$ cat src/sv/bur_pkg.sv
// Shared types and constants for the bounded undo/redo history block.
package bur_pkg;

  localparam int MAX_DEPTH_DEF = 16;
  localparam int TAG_BITS_DEF  = 16;
  localparam int LIMIT_BITS    = 5;
  localparam logic [LIMIT_BITS-1:0] LIMIT_RESET = 5'd16;

  typedef enum logic [1:0] {
    OP_PUSH  = 2'd0,
    OP_UNDO  = 2'd1,
    OP_REDO  = 2'd2,
    OP_CLEAR = 2'd3
  } op_e;

  typedef enum logic [2:0] {
    ST_IDLE,
    ST_FETCH,
    ST_EXEC,
    ST_TOPS,
    ST_OUT
  } st_e;

  typedef struct packed {
    logic load;
    logic rd;
    logic exec;
  } cmd_t;

endpackage

$ cat src/sv/bur_ring.sv
// Ring storage for one history stack with one write port and a registered read port.
module bur_ring #(
  parameter int DEPTH = bur_pkg::MAX_DEPTH_DEF,
  parameter int TW    = bur_pkg::TAG_BITS_DEF,
  localparam int AW   = (DEPTH > 1) ? $clog2(DEPTH) : 1
) (
  input  logic          clk_i,
  input  logic          we_i,
  input  logic [AW-1:0] waddr_i,
  input  logic [TW-1:0] wdata_i,
  input  logic          re_i,
  input  logic [AW-1:0] raddr_i,
  output logic [TW-1:0] rdata_o
);

  logic [TW-1:0] mem [DEPTH];
  logic [TW-1:0] rdata_q;

  always_ff @(posedge clk_i) begin
    if (we_i) begin
      mem[waddr_i] <= wdata_i;
    end
  end

  always_ff @(posedge clk_i) begin
    if (re_i) begin
      rdata_q <= mem[raddr_i];
    end
  end

  assign rdata_o = rdata_q;

endmodule

$ cat src/sv/bur_ctrl.sv
// Sequencer that steps one request through fetch, update, top readback and result.
module bur_ctrl (
  input  logic          clk_i,
  input  logic          rst_ni,
  input  logic          in_valid_i,
  output logic          in_stall_o,
  output logic          out_valid_o,
  input  logic          out_stall_i,
  output bur_pkg::cmd_t cmd_o
);

  bur_pkg::st_e state_q, state_d;

  always_ff @(posedge clk_i or negedge rst_ni) begin
    if (!rst_ni) begin
      state_q <= bur_pkg::ST_IDLE;
    end else begin
      state_q <= state_d;
    end
  end

  always_comb begin
    state_d = state_q;
    unique case (state_q)
      bur_pkg::ST_IDLE: begin
        if (in_valid_i) state_d = bur_pkg::ST_FETCH;
      end
      bur_pkg::ST_FETCH: state_d = bur_pkg::ST_EXEC;
      bur_pkg::ST_EXEC:  state_d = bur_pkg::ST_TOPS;
      bur_pkg::ST_TOPS:  state_d = bur_pkg::ST_OUT;
      bur_pkg::ST_OUT: begin
        if (!out_stall_i) state_d = bur_pkg::ST_IDLE;
      end
      default: state_d = bur_pkg::ST_IDLE;
    endcase
  end

  always_comb begin
    cmd_o       = '0;
    in_stall_o  = 1'b1;
    out_valid_o = 1'b0;
    unique case (state_q)
      bur_pkg::ST_IDLE: begin
        in_stall_o = 1'b0;
        cmd_o.load = in_valid_i;
      end
      bur_pkg::ST_FETCH: cmd_o.rd = 1'b1;
      bur_pkg::ST_EXEC:  cmd_o.exec = 1'b1;
      bur_pkg::ST_TOPS:  cmd_o.rd = 1'b1;
      bur_pkg::ST_OUT:   out_valid_o = 1'b1;
      default: ;
    endcase
  end

endmodule

$ cat src/sv/bur_dp.sv
// Datapath: request latch, depth limit, stack pointers and counts, two ring memories.
module bur_dp #(
  parameter int MAX_DEPTH = bur_pkg::MAX_DEPTH_DEF,
  parameter int TAG_BITS  = bur_pkg::TAG_BITS_DEF,
  localparam int CW = $clog2(MAX_DEPTH + 1),
  localparam int AW = (MAX_DEPTH > 1) ? $clog2(MAX_DEPTH) : 1,
  localparam int LW = (CW > bur_pkg::LIMIT_BITS) ? CW : bur_pkg::LIMIT_BITS
) (
  input  logic                           clk_i,
  input  logic                           rst_ni,
  input  bur_pkg::cmd_t                  cmd_i,
  input  logic                           cfg_we_i,
  input  logic [bur_pkg::LIMIT_BITS-1:0] cfg_wdata_i,
  input  logic [1:0]                     op_i,
  input  logic                           entry_present_i,
  input  logic [TAG_BITS-1:0]            entry_tag_i,
  output logic                           ok_o,
  output logic [TAG_BITS-1:0]            moved_tag_o,
  output logic                           undo_avail_o,
  output logic                           redo_avail_o,
  output logic [TAG_BITS-1:0]            next_undo_tag_o,
  output logic [TAG_BITS-1:0]            next_redo_tag_o,
  output logic [CW-1:0]                  undo_depth_o,
  output logic [CW-1:0]                  redo_depth_o
);

  function automatic logic [AW-1:0] wrap_idx(input logic [CW:0] s);
    logic [CW:0] r;
    r = (s >= (CW+1)'(MAX_DEPTH)) ? s - (CW+1)'(MAX_DEPTH) : s;
    return r[AW-1:0];
  endfunction

  logic [bur_pkg::LIMIT_BITS-1:0] limit_q;
  bur_pkg::op_e                   op_q;
  logic                           present_q;
  logic [TAG_BITS-1:0]            tag_q;

  logic [AW-1:0] u_old_q, u_old_d, r_old_q, r_old_d;
  logic [CW-1:0] u_cnt_q, u_cnt_d, r_cnt_q, r_cnt_d;
  logic          ok_q, ok_d;
  logic [TAG_BITS-1:0] moved_q, moved_d;

  logic [LW-1:0] lim_ext, eff_lim;
  logic [AW-1:0] u_top, r_top, u_tail, r_tail, u_inc, r_inc;
  logic          u_trim, r_trim;
  logic          u_we, r_we;
  logic [TAG_BITS-1:0] u_wdata, r_wdata, u_rdata, r_rdata;

  always_ff @(posedge clk_i or negedge rst_ni) begin
    if (!rst_ni) begin
      limit_q <= bur_pkg::LIMIT_RESET;
    end else if (cfg_we_i) begin
      limit_q <= cfg_wdata_i;
    end
  end

  always_ff @(posedge clk_i) begin
    if (cmd_i.load) begin
      op_q      <= bur_pkg::op_e'(op_i);
      present_q <= entry_present_i;
      tag_q     <= entry_tag_i;
    end
  end

  assign lim_ext = LW'(limit_q);
  assign eff_lim = (lim_ext == '0) ? LW'(1) :
                   (lim_ext > LW'(MAX_DEPTH)) ? LW'(MAX_DEPTH) : lim_ext;

  assign u_top  = wrap_idx((CW+1)'(u_old_q) + (CW+1)'(u_cnt_q) - (CW+1)'(1));
  assign r_top  = wrap_idx((CW+1)'(r_old_q) + (CW+1)'(r_cnt_q) - (CW+1)'(1));
  assign u_tail = wrap_idx((CW+1)'(u_old_q) + (CW+1)'(u_cnt_q));
  assign r_tail = wrap_idx((CW+1)'(r_old_q) + (CW+1)'(r_cnt_q));
  assign u_inc  = wrap_idx((CW+1)'(u_old_q) + (CW+1)'(1));
  assign r_inc  = wrap_idx((CW+1)'(r_old_q) + (CW+1)'(1));
  assign u_trim = (LW'(u_cnt_q) >= eff_lim) && (u_cnt_q != '0);
  assign r_trim = (LW'(r_cnt_q) >= eff_lim) && (r_cnt_q != '0);

  always_comb begin
    u_old_d = u_old_q;
    u_cnt_d = u_cnt_q;
    r_old_d = r_old_q;
    r_cnt_d = r_cnt_q;
    u_we    = 1'b0;
    r_we    = 1'b0;
    u_wdata = tag_q;
    r_wdata = u_rdata;
    ok_d    = 1'b0;
    moved_d = '0;
    unique case (op_q)
      bur_pkg::OP_PUSH: begin
        if (present_q) begin
          ok_d    = 1'b1;
          r_old_d = '0;
          r_cnt_d = '0;
          u_we    = 1'b1;
          u_wdata = tag_q;
          u_old_d = u_trim ? u_inc : u_old_q;
          u_cnt_d = u_trim ? u_cnt_q : u_cnt_q + CW'(1);
        end
      end
      bur_pkg::OP_UNDO: begin
        if (u_cnt_q != '0) begin
          ok_d    = 1'b1;
          moved_d = u_rdata;
          u_cnt_d = u_cnt_q - CW'(1);
          r_we    = 1'b1;
          r_wdata = u_rdata;
          r_old_d = r_trim ? r_inc : r_old_q;
          r_cnt_d = r_trim ? r_cnt_q : r_cnt_q + CW'(1);
        end
      end
      bur_pkg::OP_REDO: begin
        if (r_cnt_q != '0) begin
          ok_d    = 1'b1;
          moved_d = r_rdata;
          r_cnt_d = r_cnt_q - CW'(1);
          u_we    = 1'b1;
          u_wdata = r_rdata;
          u_old_d = u_trim ? u_inc : u_old_q;
          u_cnt_d = u_trim ? u_cnt_q : u_cnt_q + CW'(1);
        end
      end
      bur_pkg::OP_CLEAR: begin
        ok_d    = 1'b1;
        u_old_d = '0;
        u_cnt_d = '0;
        r_old_d = '0;
        r_cnt_d = '0;
      end
      default: ;
    endcase
  end

  always_ff @(posedge clk_i or negedge rst_ni) begin
    if (!rst_ni) begin
      u_old_q <= '0;
      u_cnt_q <= '0;
      r_old_q <= '0;
      r_cnt_q <= '0;
    end else if (cmd_i.exec) begin
      u_old_q <= u_old_d;
      u_cnt_q <= u_cnt_d;
      r_old_q <= r_old_d;
      r_cnt_q <= r_cnt_d;
    end
  end

  always_ff @(posedge clk_i) begin
    if (cmd_i.exec) begin
      ok_q    <= ok_d;
      moved_q <= moved_d;
    end
  end

  bur_ring #(
    .DEPTH (MAX_DEPTH),
    .TW    (TAG_BITS)
  ) u_undo_ring (
    .clk_i   (clk_i),
    .we_i    (cmd_i.exec & u_we),
    .waddr_i (u_tail),
    .wdata_i (u_wdata),
    .re_i    (cmd_i.rd),
    .raddr_i (u_top),
    .rdata_o (u_rdata)
  );

  bur_ring #(
    .DEPTH (MAX_DEPTH),
    .TW    (TAG_BITS)
  ) u_redo_ring (
    .clk_i   (clk_i),
    .we_i    (cmd_i.exec & r_we),
    .waddr_i (r_tail),
    .wdata_i (r_wdata),
    .re_i    (cmd_i.rd),
    .raddr_i (r_top),
    .rdata_o (r_rdata)
  );

  assign ok_o            = ok_q;
  assign moved_tag_o     = moved_q;
  assign undo_avail_o    = (u_cnt_q != '0);
  assign redo_avail_o    = (r_cnt_q != '0);
  assign next_undo_tag_o = (u_cnt_q != '0) ? u_rdata : '0;
  assign next_redo_tag_o = (r_cnt_q != '0) ? r_rdata : '0;
  assign undo_depth_o    = u_cnt_q;
  assign redo_depth_o    = r_cnt_q;

endmodule

$ cat src/sv/bounded_undo_redo_stacks.sv
// Top level of the bounded undo/redo history block.
//
//   channel | signals                          | direction
//   --------+----------------------------------+----------
//   request | in_valid_i, in_stall_o, op/entry | in
//   result  | out_valid_o, out_stall_i, fields | out
//   config  | cfg_we_i, cfg_wdata_i            | in
//
// A request is taken only while idle; its result becomes valid after the top fetch,
// stack update and top readback states, so a new request is not taken until the
// previous result is taken. The pace is set by the registered ring read port.
// Reset empties both stacks and sets the depth limit to 16; ring contents stay.
// A stalled result holds until taken; requests stall until then.
module bounded_undo_redo_stacks #(
  parameter int MAX_DEPTH = bur_pkg::MAX_DEPTH_DEF,
  parameter int TAG_BITS  = bur_pkg::TAG_BITS_DEF,
  localparam int CW = $clog2(MAX_DEPTH + 1)
) (
  input  logic                           clk_i,
  input  logic                           rst_ni,
  input  logic                           cfg_we_i,
  input  logic [bur_pkg::LIMIT_BITS-1:0] cfg_wdata_i,
  input  logic                           in_valid_i,
  output logic                           in_stall_o,
  input  logic [1:0]                     op_i,
  input  logic                           entry_present_i,
  input  logic [TAG_BITS-1:0]            entry_tag_i,
  output logic                           out_valid_o,
  input  logic                           out_stall_i,
  output logic                           ok_o,
  output logic [TAG_BITS-1:0]            moved_tag_o,
  output logic                           undo_avail_o,
  output logic                           redo_avail_o,
  output logic [TAG_BITS-1:0]            next_undo_tag_o,
  output logic [TAG_BITS-1:0]            next_redo_tag_o,
  output logic [CW-1:0]                  undo_depth_o,
  output logic [CW-1:0]                  redo_depth_o
);

  bur_pkg::cmd_t cmd;

  bur_ctrl u_ctrl (
    .clk_i       (clk_i),
    .rst_ni      (rst_ni),
    .in_valid_i  (in_valid_i),
    .in_stall_o  (in_stall_o),
    .out_valid_o (out_valid_o),
    .out_stall_i (out_stall_i),
    .cmd_o       (cmd)
  );

  bur_dp #(
    .MAX_DEPTH (MAX_DEPTH),
    .TAG_BITS  (TAG_BITS)
  ) u_dp (
    .clk_i           (clk_i),
    .rst_ni          (rst_ni),
    .cmd_i           (cmd),
    .cfg_we_i        (cfg_we_i),
    .cfg_wdata_i     (cfg_wdata_i),
    .op_i            (op_i),
    .entry_present_i (entry_present_i),
    .entry_tag_i     (entry_tag_i),
    .ok_o            (ok_o),
    .moved_tag_o     (moved_tag_o),
    .undo_avail_o    (undo_avail_o),
    .redo_avail_o    (redo_avail_o),
    .next_undo_tag_o (next_undo_tag_o),
    .next_redo_tag_o (next_redo_tag_o),
    .undo_depth_o    (undo_depth_o),
    .redo_depth_o    (redo_depth_o)
  );

`ifndef SYNTH
  a_undo_bound: assert property (@(posedge clk_i) disable iff (!rst_ni)
    undo_depth_o <= CW'(MAX_DEPTH))
    else $error("undo count above ring depth");

  a_redo_bound: assert property (@(posedge clk_i) disable iff (!rst_ni)
    redo_depth_o <= CW'(MAX_DEPTH))
    else $error("redo count above ring depth");

  a_no_overlap: assert property (@(posedge clk_i) disable iff (!rst_ni)
    out_valid_o |-> in_stall_o)
    else $error("request taken while result pending");

  a_fail_no_tag: assert property (@(posedge clk_i) disable iff (!rst_ni)
    (out_valid_o && !ok_o) |-> (moved_tag_o == '0))
    else $error("failed request reports a moved tag");

  a_one_result: assert property (@(posedge clk_i) disable iff (!rst_ni)
    (out_valid_o && !out_stall_i) |=> !out_valid_o)
    else $error("result repeated after transaction");
`endif

endmodule
$ cat config.mk
export PLATFORM = sky130hd
export DESIGN_NAME = bounded_undo_redo_stacks
export DESIGN_NICKNAME = d
export VERILOG_FILES = /design/src/sv/bur_pkg.sv /design/src/sv/bur_ring.sv /design/src/sv/bur_ctrl.sv /design/src/sv/bur_dp.sv /design/src/sv/bounded_undo_redo_stacks.sv
export SDC_FILE = /design/constraint.sdc
export NUM_CORES = 1
export LEC_CHECK = 0
export BUFFER_PORTS_ARGS = -buffer_cell sky130_fd_sc_hd__buf_2
export CAP_MARGIN = 20
export CORE_MARGIN = 5
export CORE_UTILIZATION = 50
export DETAILED_ROUTE_END_ITERATION = 16
export PLACE_DENSITY = 0.67
export SKIP_CTS_REPAIR_TIMING = 1
export SLEW_MARGIN = 20
export SYNTH_ARGS = -nofsm -noshare
export SYNTH_HDL_FRONTEND = slang
export SYNTH_SLANG_ARGS = --single-unit
$ cat constraint.sdc
create_clock -name clk_i -period 6.2 [get_ports clk_i]
set_input_delay 0.62 -clock clk_i [delete_from_list [all_inputs] [get_ports clk_i]]
set_output_delay 0.62 -clock clk_i [all_outputs]
set_load 0.02 [all_outputs]
==> results.txt <==
----------------------------------------------------
[Clocking]
  Sinks on the clock net ... 606
  Clk_lat worst skew ... 0.60 ns
  Clock buffers created by TritonCTS ... 59
  CTS tree ... built
  Longest Clk Path Bufs ... 3
  Root buffer cell ... sky130_fd_sc_hd__clkbuf_16
  Clock edge transition at the registers on the reported setup and hold paths ... 0.06 ns
  Depth of the CTS H-tree ... 2

[Place]
  Placement-stage cell area ... 26200 sq um
  Placer Congestion ... 0.803
  Port-buffer cells ... 91
  Dpl cells ... 2016
  DP HPWL ... 33.5 mm

[Floorplan]
  Die area ... 54000 sq um
  Row cnt ... 81
  Effective utilization at floorplan ... 50.5%
  X dimension of the die ... 232 um
  Die outline height ... 232 um
  Total I/O pin count ... 92
  Core region area ... 49000 sq um

[Synth]
  Count of flip-flops with a built-in enable after synthesis ... 580
  Post-synth top area share ... 70.4%
  Per-instance average area after synthesis ... 19.6 sq um
  Synthesized instance count ... 1265
  Post-synthesis cell area ... 24700 sq um
  Cell type with the highest aggregate area in the netlist ... sky130_fd_sc_hd__edfxtp_1
  Number of synthesized register bits ... 606
  Async set-reset flop share out of synthesis ... 4.29%
  Post-synthesis sequential area ratio ... 73.0%
  Most common library cells after synthesis ... 580 x sky130_fd_sc_hd__edfxtp_1, 128 x sky130_fd_sc_hd__mux4_2, 100 x sky130_fd_sc_hd__mux2i_1, 95 x sky130_fd_sc_hd__nand2_1, 46 x sky130_fd_sc_hd__nor2_1
  Ranking of synthesized cells by area ... sky130_fd_sc_hd__edfxtp_1 70%, sky130_fd_sc_hd__mux4_2 12%, sky130_fd_sc_hd__mux2i_1 4.0%
  Netlist cell types ... 67
  Most common cell in the netlist ... sky130_fd_sc_hd__edfxtp_1
  Yosys warning total ... 0
  Syn nets ... 1336
  Post-synth top flop ... sky130_fd_sc_hd__edfxtp_1

[Drt]
  Via-per-instance ratio ... 5.80
  Starting DRT DRC Count ... 1237
  Routed WL per cell ... 26.1 um
  Detailed-route via count ... 12.3k
  Number of routed nets with antenna violations ... 0
  DRC viols ... 0
  DR pass1 iterations ... 5
  Total routed wirelength ... 55.5 mm

[Timing]
  Final hold violations ... 0
  Total negative setup slack ... 0 ns
  Slew Viols, Final ... 0
  RSZ-0062 raised after global routing ... no
  Tmin final ... 3.84 ns
  Setup violation total in the final timing report ... 0
  Final clock skew ... 0.0114 ns
  Achievable clock frequency ... 0.260 GHz
  Worst Tran Pin Value ... 1.05 ns
  Final critical-path share of the clock period ... 62.0%
  Smallest hold slack ... 0.0339 ns
  Headroom to the max-slew limit ... 30.3%

[Worst setup path]
  Dominant delay contributor by cell family on the critical path ... adder cells
  Biggest cell delay along the critical path ... 0.83 ns
  Worst EP arrival ... 4.16 ns
  Slowest cell on the critical path ... sky130_fd_sc_hd__ha_2
  Buffers & Inverters on Critical Path ... 3
  Data required time at the worst endpoint ... 6.51 ns
  Critical Path, Cell by Cell ... ha_4 > inv_1 > fa_1 > inv_1 > ha_2 > buf_4 > mux4_2 > mux2i_1 > mux2i_1
  Startpoint-to-endpoint class of the critical path ... reg2reg
  Kind of capture point of the worst setup path ... register
  Maximum fanout along the worst path ... 36
  Kind of start point of the critical path ... register

[Layout]
  Fraction of layout cells with a size suffix above 1 ... 28.1%
  # nets final ... 1485
  Layout overhead on the synthesized area ... 14.3%
  Layout Cell Area excl Fill ... 28300 sq um
  Layout Cells excl Fill ... 2126

[Global route]
  Overall routing resource usage ... 20.8%
  Pin count of the biggest net entering global routing ... 65
  Wire length of the first global-routing pass ... 82.5 mm
  Number of global-route vias before repair ... 12.7k
  Initial antenna violation count ... 1
  Grt ovf ... 0

[Run]
  Max-cap check violation count ... 0

[Min path]
  Type of the worst min-delay path ... in2async

[Outcome]
  Result of the run ... complete, no violations

----------------------------------------------------
state kept, by name (all words and copies together), names as in the netlist, 5 cells and up:
signal / count
u_dp.lim_ext: 5
u_dp.moved_tag_o: 16
u_dp.redo_depth_o: 5
u_dp.tag_q: 16
u_dp.u_redo_ring.mem: 256
u_dp.u_redo_ring.rdata_o: 16
u_dp.u_undo_ring.mem: 256
u_dp.u_undo_ring.rdata_o: 16
u_dp.undo_depth_o: 5
placed cells by master, fill, tap and decap left out, types with 10 or more instances in the layout:
cell / netlist / layout
sky130_fd_sc_hd__a21oi_1: 25 / 25
sky130_fd_sc_hd__and2_1: 34 / 34
sky130_fd_sc_hd__buf_2: 22 / 91
sky130_fd_sc_hd__buf_4: 0 / 44
sky130_fd_sc_hd__bufinv_16: 0 / 11
sky130_fd_sc_hd__clkbuf_16: 0 / 61
sky130_fd_sc_hd__clkinv_1: 1 / 10
sky130_fd_sc_hd__clkinv_2: 0 / 12
sky130_fd_sc_hd__dfrtp_1: 25 / 25
sky130_fd_sc_hd__edfxtp_1: 580 / 580
sky130_fd_sc_hd__ha_1: 38 / 34
sky130_fd_sc_hd__inv_1: 21 / 21
sky130_fd_sc_hd__mux2i_1: 100 / 100
sky130_fd_sc_hd__mux4_2: 128 / 128
sky130_fd_sc_hd__nand2_1: 95 / 95
sky130_fd_sc_hd__nor2_1: 46 / 31
sky130_fd_sc_hd__nor2_2: 0 / 15
routing by layer:
metal  GRT usage, %  routed length, um  vias to the layer above
li1               -                  -                     5370
met1           29.5              23000                     6436
met2           34.1              27700                      429
met3           2.88               3450                       90
met4           6.28               1370                        2
met5              0                 13                        -
metrics by stage:
step / utilization, % / setup WS (ns)
after floorplan: - / 3.03
after global routing: 57.8 / 2.07
after CTS: 57.7 / 2.31
final: 57.8 / 2.36
after global placement: 53.5 / 2.43
after detailed placement: 53.5 / 2.32
layout make-up:
cell class	instances	area, sq um
clock buffer	67	1550
multi-input combinational	588	6430
timing repair buffer	136	813
antenna	1	2.50
clock inverter	41	493
inverter	23	86.3
fill	3637	20700
tap	664	831
sequential	606	18100
worst paths after layout:
path	from	end	slack (ns)	cells past startpoint
setup / recovery	u_dp.undo_depth_o[0]$_DFFE_PN0P_	u_dp.u_undo_ring.rdata_o[5]$_DFFE_PP_	2.36	9
setup reg to reg	u_dp.undo_depth_o[0]$_DFFE_PN0P_	u_dp.u_undo_ring.rdata_o[5]$_DFFE_PP_	2.36	9
hold reg to reg	u_dp.lim_ext[0]$_DFFE_PN0P_	u_dp.lim_ext[0]$_DFFE_PN0P_	0.53	1
hold / removal	rst_ni	u_ctrl.state_q[2]$_DFFE_PN0P_	0.03	1
min in group clk_i	entry_tag_i[14]	u_dp.tag_q[14]$_DFFE_PP_	0.19	1
max in group asynchronous	rst_ni	u_dp.r_old_q[2]$_DFFE_PN0P_	5.73	1
kinds of logic after synthesis:
group / share of synthesized area (%)
buffers and inverters: 1.31
muxes: 16.0
adders and majority gates: 2.25
and+or+nand+nor: 4.29
DFF: 73.0
AOI/OAI and AO/OA: 2.21
xor gates and xnor gates: 0.890
Power is left out: the tool's default activity adds up to more than one toggle a clock period on the data nets, which glitch-free logic cannot reach.
